--- src/rtl/pic_pkg.sv ---
`default_nettype none

package pic_pkg;

  // Fixed sizes of the polygon store and the coordinates
  localparam int MAX_VERTICES = 256;
  localparam int COORD_BITS   = 10;

  // Derived widths
  localparam int IDX_W  = $clog2(MAX_VERTICES);
  localparam int CNT_W  = $clog2(MAX_VERTICES + 1);
  localparam int SUM_W  = COORD_BITS + IDX_W;
  localparam int VTX_W  = 2 * COORD_BITS;
  localparam int VCNT_W = 9;

  // Edge arithmetic widths (signed unless noted)
  localparam int D_W    = COORD_BITS + 1;          // a, b
  localparam int P_W    = 2 * COORD_BITS;          // xi*yj, xj*yi (unsigned)
  localparam int C_W    = 2 * COORD_BITS + 1;      // c
  localparam int AP_W   = D_W + COORD_BITS + 1;    // a*px, b*py
  localparam int AS_W   = D_W + SUM_W + 1;         // a*sum_x, b*sum_y
  localparam int CN_W   = C_W + CNT_W + 1;         // c*n
  localparam int ACC_W  = CN_W + 2;                // line values

  // Function codes
  localparam logic [1:0] FUNC_CLEAR  = 2'd0;
  localparam logic [1:0] FUNC_APPEND = 2'd1;
  localparam logic [1:0] FUNC_QUERY  = 2'd2;

  typedef struct packed {
    logic [1:0]            func;
    logic [COORD_BITS-1:0] coord_x;
    logic [COORD_BITS-1:0] coord_y;
  } in_item_t;

  typedef struct packed {
    logic              inside_res;
    logic [VCNT_W-1:0] vertex_count;
    logic              dropped;
  } out_item_t;

  typedef enum logic [1:0] {
    ST_IDLE,
    ST_WALK,
    ST_DRAIN,
    ST_DONE
  } state_t;

  // Controller to datapath
  typedef struct packed {
    logic             clear;
    logic             append;
    logic             start;
    logic             rd_en;
    logic             rd_first;
    logic [IDX_W-1:0] rd_addr;
    logic             load_imm;
    logic             load_query;
  } cmd_t;

  // Datapath to controller
  typedef struct packed {
    logic [CNT_W-1:0] count;
    logic             pipe_busy;
    logic             out_stall;
  } status_t;

endpackage

`default_nettype wire

--- src/rtl/pic_ctrl.sv ---
`default_nettype none

module pic_ctrl (
  input  wire logic             clk,
  input  wire logic             rst_n,
  input  wire logic             in_valid,
  input  wire logic [1:0]       in_func,
  output logic                  in_ready,
  input  wire pic_pkg::status_t sts,
  output pic_pkg::cmd_t         cmd
);

  import pic_pkg::*;

  state_t           state_r, state_nxt;
  logic [CNT_W-1:0] rd_idx_r, rd_idx_nxt;
  logic             accept;

  // State and read index registers
  always_ff @(posedge clk) begin
    if (!rst_n) begin
      state_r  <= ST_IDLE;
      rd_idx_r <= '0;
    end else begin
      state_r  <= state_nxt;
      rd_idx_r <= rd_idx_nxt;
    end
  end

  assign accept = in_valid && in_ready;

  // Next state and commands
  always_comb begin
    state_nxt  = state_r;
    rd_idx_nxt = rd_idx_r;
    in_ready   = 1'b0;
    cmd        = '0;
    unique case (state_r)
      ST_IDLE: begin
        in_ready = !sts.out_stall;
        if (accept) begin
          unique case (in_func)
            FUNC_CLEAR: begin
              cmd.clear    = 1'b1;
              cmd.load_imm = 1'b1;
            end
            FUNC_APPEND: begin
              cmd.append   = 1'b1;
              cmd.load_imm = 1'b1;
            end
            FUNC_QUERY: begin
              cmd.start  = 1'b1;
              rd_idx_nxt = '0;
              // empty polygon goes straight to an inside result
              state_nxt  = (sts.count == '0) ? ST_DONE : ST_WALK;
            end
            default: begin
              cmd.load_imm = 1'b1;
            end
          endcase
        end
      end
      ST_WALK: begin
        // reads 0 .. n-1, then vertex 0 again for the closing edge
        cmd.rd_en    = 1'b1;
        cmd.rd_first = (rd_idx_r == '0);
        cmd.rd_addr  = (rd_idx_r == sts.count) ? '0 : rd_idx_r[IDX_W-1:0];
        rd_idx_nxt   = rd_idx_r + CNT_W'(1);
        if (rd_idx_r == sts.count) begin
          state_nxt = ST_DRAIN;
        end
      end
      ST_DRAIN: begin
        if (!sts.pipe_busy) begin
          state_nxt = ST_DONE;
        end
      end
      ST_DONE: begin
        if (!sts.out_stall) begin
          cmd.load_query = 1'b1;
          state_nxt      = ST_IDLE;
        end
      end
      default: begin
        state_nxt = ST_IDLE;
      end
    endcase
  end

`ifndef SYNTH
  a_walk_nonempty: assert property (@(posedge clk) disable iff (!rst_n)
    (state_r == ST_WALK) |-> (sts.count != '0))
    else $error("edge walk on empty polygon");

  a_read_in_range: assert property (@(posedge clk) disable iff (!rst_n)
    cmd.rd_en |-> (CNT_W'(cmd.rd_addr) < sts.count))
    else $error("read beyond stored vertices");

  a_no_accept_busy: assert property (@(posedge clk) disable iff (!rst_n)
    (state_r != ST_IDLE) |-> !in_ready)
    else $error("input ready during query");
`endif

endmodule

`default_nettype wire

--- config.mk ---
export PLATFORM = sky130hd
export DESIGN_NAME = pic_ctrl
export DESIGN_NICKNAME = d
export VERILOG_FILES = /design/src/rtl/pic_pkg.sv /design/src/rtl/pic_ctrl.sv
export SDC_FILE = /design/constraint.sdc
export NUM_CORES = 1
export LEC_CHECK = 0
export ABC_CLOCK_PERIOD_IN_PS = 5200
export BUFFER_PORTS_ARGS = -buffer_cell sky130_fd_sc_hd__buf_2
export CORE_UTILIZATION = 50
export CTS_CLUSTER_SIZE = 30
export DETAILED_ROUTE_END_ITERATION = 10
export HOLD_SLACK_MARGIN = 0.02
export PLACE_DENSITY = 0.81
export SLEW_MARGIN = 10
export SYNTH_ARGS = -nofsm -noshare
export SYNTH_HDL_FRONTEND = slang
export SYNTH_SLANG_ARGS = --single-unit
--- constraint.sdc ---
create_clock -name clk -period 5.2 [get_ports clk]
set_input_delay 0.26 -clock clk [delete_from_list [all_inputs] [get_ports clk]]
set_output_delay 0.26 -clock clk [all_outputs]
set_load 0.02 [all_outputs]
==> qor_table.md, run 1 <==
| Group | Metric | Value |
|---|---|---|
| run status | Run status | finished clean |
| global route | GRT Overall Usage | 23.1% |
| synth | Number of enable-type register cells in the synthesized netlist | 0 |
| floorplan | Core Box Area | 0.00158 mm² |
| synth | Post-Syn Area | 881 µm² |
| sta | Max Fclk | 0.458 GHz |
| power | Combinational cell fraction of total power | 45.8% |
| sta | Final-layout setup total negative slack | 0 ns |
| synth | Count of distinct cell types in the synthesized netlist | 30 |
| sta | Worst Hold Margin | 0.277 ns |
| clock network | Worst-path clk slew | 0.08 ns |
| sta | RSZ-0062 raised after global routing | no |
| floorplan | Y dimension of the die | 44.0 µm |
| sta | Final setup violation count | 0 |
| route | DRC violation count after routing | 0 |
| sta | Max-slew violation count | 0 |
| sta | Total count of hold-check failures in the final report | 0 |
| power | Internal Dissipation | 0.167 mW |
| placed design | Detailed placement HPWL | 1560 µm |
| min path | Hold endpoint | state_r[1] |
| clock network | Total CTS buffers | 3 |
| setup path | Required time at the worst-slack endpoint | 4.94 ns |
| route | Overall via count from detail_route | 861 |
| clock network | Resize count post-CTS | 0 |
| global route | Pin count of the biggest net entering global routing | 11 |
| power | Clock share of power | 20.4% |
| setup path | Launching element type of the critical path | flip-flop |
| finish | Utilization of the core after routing | 67.7% |
| synth | Leading register cell type out of synthesis | dfxtp_1 |
| setup path | Internal reg-to-reg setup slack | 3.16 ns |
| finish | Relative area change from synthesis to final layout | 21.2% |
| floorplan | I/O Pins | 32 |
| floorplan | Floorplan die width | 44.0 µm |
| setup path | WP data arrival | 1.93 ns |
| finish | Layout net count | 163 |
| finish | Final Cell Area | 0.00107 mm² |
| synth | Cell with the most instances after synthesis | xor2_1 |
| route | DRC violation total after the first TritonRoute iteration | 16 |
| clock network | CTS tree | done |
| setup path | CP endpoint kind | output pin |
| route | First-pass DRT Iterations | 6 |
| global route | First-pass GRT wire length | 3250 µm |
| power | Fraction of power consumed by sequential logic | 33.8% |
| synth | Synthesized netlist cell count | 106 |
| placed design | Cell area after placement | 0.00104 mm² |
| placed design | Number of port buffers | 31 |
| synth | Net count after synthesis | 129 |
| synth | Cell types occupying the most area after synthesis | dfxtp_1 (25%), xor2_1 (12%), ha_1 (9.9%) |
| setup path | R2R Path End | rd_idx_r[7] |
| finish | Count of antenna diodes in the layout | 0 |
| placed design | Post-Place Worst Slack | 3.21 ns |
| synth | Yosys warnings | 0 |
| global route | Gr ovfl total | 0 |
| power | Total power density per cell area | 273 mW/mm² |
| sta | Remaining max-slew budget at the tightest pin | 57.5% |
| sta | Slew of the pin with the lowest slew margin | 0.633 ns |
| min path | Hold path startpoint | rst_n |
| clock network | Post-CTS setup-driven buffer insertion count | 0 |
| synth | Synthesized flop and latch total | 11 |
| route | Post-route ant nets | 0 |
| sta | Final worst path period need | 2.19 ns |
| global route | Initial antenna violation count | 0 |
| floorplan | Cell Rows | 14 |
| setup path | Number of cells on the worst reg-to-reg path | 7 |
| setup path | Critical path class | reg -> out |
| power | Reported leakage power | 0.492 nW |
| floorplan | Starting Density | 55.9% |
| route | Routed WL | 2090 µm |
| synth | Post-synthesis sequential area ratio | 25.0% |
| finish | Filler Cells Inserted | 126 |
| clock network | H-Tree Level Count | 1 |
| clock network | CTS sink count | 11 |
| min path | Cell depth of the worst min-delay path | 3 |
| synth | Area share of the leading cell type in the synthesized netlist | 25.0% |
| synth | Top cells by instance count after synthesis | xor2_1 (12), dfxtp_1 (11), nor2_1 (11) |
| power | Fraction of power spent switching nets | 42.6% |
| setup path | Maximum fanout count along the critical path | 9 |
| clock network | CTS max path bufs | 2 |
| clock network | Buffer cell driving the clock tree root | clkbuf_4 |
| synth | FFs w/ async S/R, synth | 0% |
| synth | Avg Synthesized Cell Area | 8.31 µm² |
| power | Power dissipated by switching net loads | 0.124 mW |
| clock network | Worst-Skew Late Latency | 0.28 ns |
| route | Wire length per cell | 13.5 µm |
| sta | Worst clock skew | 0.0100 ns |
| sta | Final critical-path share of the clock period | 42.0% |
| run | Max cap viols | 0 |
| synth | Area leader, netlist | dfxtp_1 |
| finish | Layout cells sized above 1 | 33.8% |
| sta | Minimum setup slack in the final design | 3.01 ns |
| min path | Path type of the worst min-delay path | in -> reg |
| setup path | Worst flop-to-flop path startpoint | state_r[0] |
| route | Vias per cell | 5.55 |
| placed design | Final weighted congestion in routability-driven placement | 0.880 |
| power | Worst IR Drop VDD | 0.000151 V |
| clock network | Cts-stage hold buffer count | 0 |
| floorplan | Area of the die | 0.00193 mm² |
| global route | Vias in the first global route | 756 |
-- sequential cells by signal (all words and copies together), names as in the netlist --
signal,cells
rd_idx_r,9
state_r,2
-- worst max path at each step --
stage                startpoint     endpoint  cells after the start
finish              rd_idx_r[3]       cmd[4]                      5
global route        rd_idx_r[7]       cmd[7]                      5
CTS                 rd_idx_r[3]       cmd[3]                      5
detailed placement   state_r[0]  rd_idx_r[7]                      7
global placement     state_r[0]  rd_idx_r[7]                      7
floorplan            state_r[1]  rd_idx_r[5]                      7
-- power by group through the flow --
stage | combinational [mW] | sequential, mW | clock (mW)
floorplan | 0.0950 | 0.0975 | 0
global placement | 0.131 | 0.0987 | 0
detailed placement | 0.132 | 0.0994 | 0
CTS | 0.133 | 0.0974 | 0.0599
global route | 0.145 | 0.0989 | 0.0657
finish | 0.133 | 0.0985 | 0.0596
-- routing by layer --
layer	vias to the layer above	GRT usage (%)	share of wire, %
met5	-	0	0
met2	39	35.2	44
met3	11	1.67	6.0
met1	382	30.4	46
li1	429	-	-
met4	0	17.0	4.4
-- cells by family after synthesis --
group | synth area share, %
adders and majority gates | 9.94
buffers and inverters | 4.40
and+or+nand+nor | 33.7
AOI/OAI and AO/OA | 7.81
xor gates and xnor gates | 16.9
DFF | 25.0
muxes | 2.27
-- placed cells by master (no fill, tap or decap), drive strengths merged --
cell	n
a211oi	1
nor2b	3
o22a	1
mux2i	2
nand2b	1
nor3	3
nand2	9
nor4b	2
and3	2
clkinv	1
and2	8
a41oi	1
buf	31
nor3b	2
xor2	12
nand4	5
o21ai	3
o22ai	1
inv	6
nor2	11
nor4	4
xnor2	5
a21oi	2
clkbuf	3
dfxtp	11
nand3	1
nand3b	1
ha	7
-- critical path, stage by stage (launching register included) --
cell and delay [ns]:
dfxtp_1 0.49, xor2_1 0.13, nor4_2 0.30, a41oi_2 0.29, and2_2 0.28, buf_2 0.15
-- stage by stage --
stage / total power [mW] / instances
after floorplan: 0.192 / 106
final: 0.291 / 155
after CTS: 0.290 / 155
after global routing: 0.310 / 155
after global placement: 0.230 / 151
after detailed placement: 0.231 / 151
-- area by class of cell --
type	count	area [µm²]	area share [%]
Timing Repair Buffer	31	155	14.5
Clock buffer	3	22.5	2.11
Multi-Input combinational cell	87	622	58.3
Tap cell	16	20.0	1.88
Inverter	6	22.5	2.11
Sequential cell	11	220	20.6
Clock inverter	1	5.00	0.469
(Power assumes the default switching activity.)
==> inputs of run 2 (changes only) <==
--- a/config.mk
+++ b/config.mk
@@ -5,13 +5,14 @@
 export SDC_FILE = /design/constraint.sdc
 export NUM_CORES = 1
 export LEC_CHECK = 0
-export ABC_CLOCK_PERIOD_IN_PS = 5200
+export ABC_AREA = 1
+export ABC_CLOCK_PERIOD_IN_PS = 1900
 export BUFFER_PORTS_ARGS = -buffer_cell sky130_fd_sc_hd__buf_2
-export CORE_UTILIZATION = 50
+export CORE_UTILIZATION = 44
 export CTS_CLUSTER_SIZE = 30
 export DETAILED_ROUTE_END_ITERATION = 10
 export HOLD_SLACK_MARGIN = 0.02
-export PLACE_DENSITY = 0.81
+export PLACE_DENSITY = 0.74
 export SLEW_MARGIN = 10
 export SYNTH_ARGS = -nofsm -noshare
 export SYNTH_HDL_FRONTEND = slang
==> constraint.sdc (replaced) <==
create_clock -name clk -period 1.9 [get_ports clk]
set_input_delay 0.095 -clock clk [delete_from_list [all_inputs] [get_ports clk]]
set_output_delay 0.095 -clock clk [all_outputs]
set_load 0.02 [all_outputs]
==> qor_table.md, run 2 <==
| Group | Metric | Value |
|---|---|---|
| run status | Run status | finished clean |
| setup path | Ordered list of cells on the worst path | inv_1, nand2_1, nand2_1, nand2_1, nor2_1, nand3_1, nand2_2, nor2_1, buf_2 |
| route | Vias per cell | 4.93 |
| clock network | CTS max path bufs | 2 |
| setup path | Critical path class | reg -> out |
| route | Overall via count from detail_route | 995 |
| floorplan | Floorplan die width | 47.9 µm |
| clock network | CTS sink count | 11 |
| floorplan | Starting Density | 47.3% |
| setup path | Kind of cell with the highest combined delay on the critical path | simple AND/OR/NAND/NOR gates |
| finish | Area of combinational cells with multiple inputs | 628 µm² |
| synth | Fraction of the mapped netlist area in compound gates | 11.3% |
| sta | Final critical-path share of the clock period | 90.3% |
| clock network | CTS tree | done |
| synth | Yosys warnings | 0 |
| setup path | Longest individual stage delay on the worst path | 0.42 ns |
| finish | Sequential cell area in the final layout | 220 µm² |
| clock network | Cts-stage hold buffer count | 0 |
| floorplan | Y dimension of the die | 47.9 µm |
| sta | RSZ-0062 raised after global routing | no |
| synth | Count of distinct cell types in the synthesized netlist | 28 |
| setup path | Launching element type of the critical path | flip-flop |
| sta | Worst clock skew | 0.00555 ns |
| sta | Final-layout setup total negative slack | 0 ns |
| synth | Leading register cell type out of synthesis | dfxtp_1 |
| synth | Synthesized netlist cell count | 141 |
| global route | GRT Overall Usage | 20.3% |
| sta | Max Fclk | 0.583 GHz |
| setup path | CP endpoint kind | output pin |
| clock network | Buffer cell driving the clock tree root | clkbuf_4 |
| clock network | Post-CTS setup-driven buffer insertion count | 0 |
| synth | Number of enable-type register cells in the synthesized netlist | 0 |
| finish | Leading cell type in the layout, fill and taps excluded | buf_2 |
| synth | FFs w/ async S/R, synth | 0% |
| clock network | Resize count post-CTS | 0 |
| finish | Register with the highest flop count | rd_idx_r |
| synth | Synthesized flop and latch total | 11 |
| setup path | Cell at the slowest stage of the critical path | dfxtp_1 |
| power | Total power density per cell area | 1130 mW/mm² |
| min path | Path type of the worst min-delay path | in -> reg |
| global route | Gr ovfl total | 0 |
| global route | Initial antenna violation count | 0 |
| synth | Area leader, netlist | dfxtp_1 |
| route | Post-route ant nets | 0 |
| synth | Area share of xor/xnor cells in the synthesized design | 6.61% |
| finish | Layout net count | 199 |
| route | DRC violation total after the first TritonRoute iteration | 30 |
| route | First-pass DRT Iterations | 4 |
| setup path | Maximum fanout count along the critical path | 12 |
| sta | Final setup violation count | 0 |
| sta | Total count of hold-check failures in the final report | 0 |
| synth | Adder and majority gate portion of the synthesized area | 9.45% |
| global route | Vias in the first global route | 805 |
| placed design | Number of port buffers | 31 |
| finish | Relative area change from synthesis to final layout | 23.3% |
| finish | Final Cell Area | 0.00114 mm² |
| floorplan | Core Box Area | 0.00196 mm² |
| floorplan | I/O Pins | 32 |
| synth | Top cells by instance count after synthesis | nand2_1 (28), nor2_1 (26), inv_1 (19) |
| power | Reported leakage power | 0.542 nW |
| run | Max cap viols | 0 |
| floorplan | Area of the die | 0.00229 mm² |
| route | Routed WL | 2260 µm |
| setup path | WP buf/inv | 2 |
| synth | Simple-Gate Fraction of Synth Area | 39.5% |
| clock network | H-Tree Level Count | 1 |
| floorplan | Cell Rows | 16 |
| synth | Cell with the most instances after synthesis | nand2_1 |
| finish | Count of antenna diodes in the layout | 0 |
| clock network | Total CTS buffers | 3 |
| sta | Max-slew violation count | 0 |
| clock network | Worst-Skew Late Latency | 0.29 ns |
| sta | Final worst path period need | 1.72 ns |
| synth | Net count after synthesis | 164 |
| finish | Most frequent cells in the layout | buf_2 (31), nand2_1 (27), nor2_1 (26) |
| synth | Dominant combinational cell family by area after synthesis | simple AND/OR/NAND/NOR gates |
| global route | Pin count of the biggest net entering global routing | 13 |
| route | DRC violation count after routing | 0 |
| synth | Post-Syn Area | 927 µm² |
| setup path | Required time at the worst-slack endpoint | 1.80 ns |
| setup path | CP most frequent cell | nand2_1 |
| finish | Largest registers | rd_idx_r (9), state_r (2) |
| clock network | Worst-path clk slew | 0.07 ns |
| power | Worst IR Drop VDD | 0.000582 V |
| placed design | Final weighted congestion in routability-driven placement | 0.862 |
| synth | Area share of the leading cell type in the synthesized netlist | 23.8% |
| setup path | WP data arrival | 1.62 ns |
| finish | Max reg flops | 9 |
| synth | Post-synthesis sequential area ratio | 23.8% |
| global route | First-pass GRT wire length | 3250 µm |
| route | Wire length per cell | 11.2 µm |
| synth | Avg Synthesized Cell Area | 6.58 µm² |
| finish | Layout cells sized above 1 | 28.6% |
| synth | Cell types occupying the most area after synthesis | dfxtp_1 (24%), nand2_1 (11%), nor2_1 (11%) |
| placed design | Detailed placement HPWL | 1780 µm |
| finish | Filler Cells Inserted | 215 |
| setup path | Internal reg-to-reg setup slack | 0.19 ns |
| synth | Multiplexer share of the synthesized area | 0% |
| placed design | Cell area after placement | 0.00111 mm² |
| sta | Slew of the pin with the lowest slew margin | 0.262 ns |
| sta | Remaining max-slew budget at the tightest pin | 82.5% |
==> run 2: cell types whose count changed after synthesis, moves of 3 or more <==
cell     change
nor2_1      +15
inv_1       +13
nor2b_1      -3
nand3_1      +7
and2_2       -8
nand4_1      -3
xor2_1       -8
nand2_1     +19
a21oi_1      +6
==> run 2: kinds of logic after synthesis <==
kind of cell	after synthesis
buf+inv	22
flops	11
simple gates	78
fa+ha+maj	7
xor+xnor	7
compound gates	16
==> run 2: power by group <==
part,total (mW),internal [mW],leakage (nW),switching [mW]
registers,0.331,0.277,0.0890,0.0543
clock network,0.173,0.0784,0.0177,0.0948
logic,0.783,0.271,0.435,0.512
total,1.29,0.626,0.542,0.661
==> run 2: per-stage QoR <==
step / utilization [%] / total power [mW] / worst slack [ns] / instances / hold slack [ns]
after global routing: 58.3 / 1.41 / 0.0256 / 202 / 0.0793
final: 58.3 / 1.29 / 0.185 / 202 / 0.0735
after floorplan: - / 0.928 / 0.227 / 141 / 0.216
after CTS: 57.9 / 1.27 / 0.0564 / 202 / 0.0761
after global placement: 56.5 / 1.08 / 0.214 / 198 / 0.367
after detailed placement: 56.5 / 1.10 / 0.155 / 198 / 0.374
==> run 2: layout make-up <==
cell class / instances / area share (%)
sequential: 11 / 19.3
clock inverter: 1 / 0.438
tap: 27 / 2.95
inverter: 21 / 6.89
multi-input combinational: 108 / 54.9
timing repair buffer: 31 / 13.6
clock buffer: 3 / 1.97
==> run 2: worst paths after layout <==
kind	start	to	cells past startpoint
worst max-delay path	rd_idx_r[0]	cmd[5]	9
worst min-delay path	rst_n	state_r[1]	3
worst max register to register	state_r[0]	rd_idx_r[7]	9
worst min register to register	rd_idx_r[3]	rd_idx_r[4]	2
==> run 2: tightest hold or removal path, stage by stage <==
cell     delay (ns)
buf_2          0.12
nand2_1        0.06
nor2_1         0.03
==> run 2: layer usage <==
metal / routed length, µm / vias to the layer above / track usage, %
met2: 1030 / 43 / 33.2
met3: 174 / 6 / 4.91
met1: 1020 / 429 / 25.3
met4: 35 / 0 / 8.33
li1: - / 517 / -
met5: 0 / - / 0
==> inputs of run 3 (changes only) <==
--- a/config.mk
+++ b/config.mk
@@ -13,6 +13,7 @@
 export DETAILED_ROUTE_END_ITERATION = 10
 export HOLD_SLACK_MARGIN = 0.02
 export PLACE_DENSITY = 0.74
+export RECOVER_POWER = 100
 export SLEW_MARGIN = 10
 export SYNTH_ARGS = -nofsm -noshare
 export SYNTH_HDL_FRONTEND = slang
==> qor_table.md, run 3 (same netlist as run 2, synthesis figures left out) <==
| Group | Metric | Value |
|---|---|---|
| sta | Slew of the pin with the lowest slew margin | 0.267 ns |
| setup path | Startpoint of the most critical setup path | rd_idx_r[0] |
| power | Fraction of power consumed by sequential logic | 26.0% |
| setup path | CP most frequent cell | nand2_1 |
| clock network | Cts-stage hold buffer count | 0 |
| sta | Max Fclk | 0.572 GHz |
| placed design | Final weighted congestion in routability-driven placement | 0.862 |
| setup path | Required time at the worst-slack endpoint | 1.80 ns |
| min path | Cell depth of the worst min-delay path | 3 |
| sta | Final worst path period need | 1.75 ns |
| setup path | CP endpoint kind | output pin |
| global route | Gr ovfl total | 0 |
| clock network | CTS max path bufs | 2 |
| route | DRC violation count after routing | 0 |
| setup path | Longest individual stage delay on the worst path | 0.43 ns |
| global route | Vias in the first global route | 805 |
| setup path | Cell at the slowest stage of the critical path | dfxtp_1 |
| setup path | Count of cell instances traversed by the critical path | 9 |
| global route | GRT Overall Usage | 20.3% |
| floorplan | Starting Density | 47.3% |
| sta | Max-slew violation count | 0 |
| setup path | Launching element type of the critical path | flip-flop |
| sta | Worst Hold Margin | 0.0729 ns |
| floorplan | Cell Rows | 16 |
| finish | Largest registers | rd_idx_r (9), state_r (2) |
| floorplan | I/O Pins | 32 |
| run | Max cap viols | 0 |
| route | Overall via count from detail_route | 1005 |
| setup path | WP buf/inv | 2 |
| clock network | Worst-path clk slew | 0.07 ns |
| clock network | Post-CTS setup-driven buffer insertion count | 0 |
| finish | Layout cells sized above 1 | 25.7% |
| sta | Final critical-path share of the clock period | 92.0% |
| setup path | Critical path class | reg -> out |
| power | Clock share of power | 13.5% |
| finish | Count of antenna diodes in the layout | 0 |
| run status | Run status | finished clean |
| sta | Final setup violation count | 0 |
| sta | Remaining max-slew budget at the tightest pin | 82.2% |
| finish | Register with the highest flop count | rd_idx_r |
| finish | Most frequent cells in the layout | nand2_1 (27), nor2_1 (26), inv_1 (19) |
| clock network | CTS sink count | 11 |
| setup path | WP data arrival | 1.65 ns |
| route | DRC violation total after the first TritonRoute iteration | 28 |
| finish | Layout net count | 199 |
| finish | Leading cell type in the layout, fill and taps excluded | nand2_1 |
| route | Routed WL | 2250 µm |
| sta | Final-layout setup total negative slack | 0 ns |
| placed design | Number of port buffers | 31 |
| floorplan | Y dimension of the die | 47.9 µm |
| clock network | Buffer cell driving the clock tree root | clkbuf_4 |
| power | Reported leakage power | 0.512 nW |
| clock network | H-Tree Level Count | 1 |
| clock network | Worst-Skew Late Latency | 0.29 ns |
| route | Wire length per cell | 11.1 µm |
| setup path | Ordered list of cells on the worst path | inv_1, nand2_1, nand2_1, nand2_1, nor2_1, nand3_1, nand2_2, nor2_1, clkbuf_2 |
| power | Internal Dissipation | 0.622 mW |
| power | Power dissipated by switching net loads | 0.658 mW |
| finish | Count of non-filler cells in the finished layout | 202 |
| setup path | Kind of cell with the highest combined delay on the critical path | simple AND/OR/NAND/NOR gates |
| floorplan | Area of the die | 0.00229 mm² |
| route | Post-route ant nets | 0 |
| route | Vias per cell | 4.98 |
| sta | Worst clock skew | 0.00417 ns |
| setup path | Number of cells on the worst reg-to-reg path | 9 |
| floorplan | Core Box Area | 0.00196 mm² |
| placed design | Cell area after placement | 0.00111 mm² |
| power | Fraction of power spent switching nets | 51.4% |
| power | Worst IR Drop VDD | 0.000613 V |
| setup path | Worst flop-to-flop path startpoint | state_r[0] |
| min path | Path type of the worst min-delay path | in -> reg |
| finish | Max reg flops | 9 |
| clock network | Resize count post-CTS | 0 |
| sta | Total count of hold-check failures in the final report | 0 |
| global route | First-pass GRT wire length | 3250 µm |
| finish | Final Cell Area | 0.00113 mm² |
| global route | Initial antenna violation count | 0 |
| route | First-pass DRT Iterations | 4 |
| power | Combinational cell fraction of total power | 60.5% |
| global route | Pin count of the biggest net entering global routing | 13 |
| min path | Hold path startpoint | rst_n |
| clock network | CTS tree | done |
| power | Total power density per cell area | 1130 mW/mm² |
| clock network | Total CTS buffers | 3 |
| sta | RSZ-0062 raised after global routing | no |
| placed design | Detailed placement HPWL | 1780 µm |
| floorplan | Floorplan die width | 47.9 µm |
| finish | Relative area change from synthesis to final layout | 22.1% |
| setup path | Maximum fanout count along the critical path | 12 |
| placed design | Placed cell count | 198 |
-- run 3: cell count changes in the layout (fill, tap and decap cells not counted), sizes merged --
cell | before | now
buf | 31 | 17
clkbuf | 3 | 17
-- run 3: layout make-up --
type | instances | area [µm²]
clock buffers | 3 | 22.5
multi-input cells | 108 | 623
repair buffers | 31 | 149
well taps | 27 | 33.8
clock inverters | 1 | 5.00
flip-flops and latches | 11 | 220
fillers | 211 | 830
inverters | 21 | 78.8
-- run 3: metal layers --
layer | GRT usage (%) | up-vias | routed length (µm)
met4 | 8.33 | 0 | 30
met5 | 0 | - | 0
met1 | 25.3 | 442 | 1030
li1 | - | 518 | -
met2 | 33.2 | 41 | 1020
met3 | 4.91 | 4 | 168
-- run 3: power groups by stage --
stage | Combinational (mW) | Sequential, mW | Clock (mW)
2_1_floorplan | 0.607 | 0.322 | 0
3_3_place_gp | 0.749 | 0.330 | 0
3_5_place_dp | 0.770 | 0.332 | 0
4_1_cts | 0.774 | 0.328 | 0.172
5_1_grt | 0.875 | 0.337 | 0.189
6_report | 0.774 | 0.332 | 0.173
-- run 3: stage by stage --
stage	total power, mW	utilization (%)	setup slack, ns
after floorplan	0.928	-	0.227
after global placement	1.08	56.5	0.214
after detailed placement	1.10	56.5	0.155
after CTS	1.27	57.9	0.0564
after global routing	1.40	57.7	0.0136
final	1.28	57.7	0.152
-- run 3: path summary, 6_finish.rpt --
kind	to	slack (ns)
max	cmd[5]	0.15
min	state_r[1]	0.07
max reg2reg	rd_idx_r[8]	0.20
min reg2reg	state_r[1]	0.55
-- run 3: tightest hold or removal path: stages --
cell and delay, ns:
buf_2 0.12, nand2_1 0.06, nor2_1 0.03
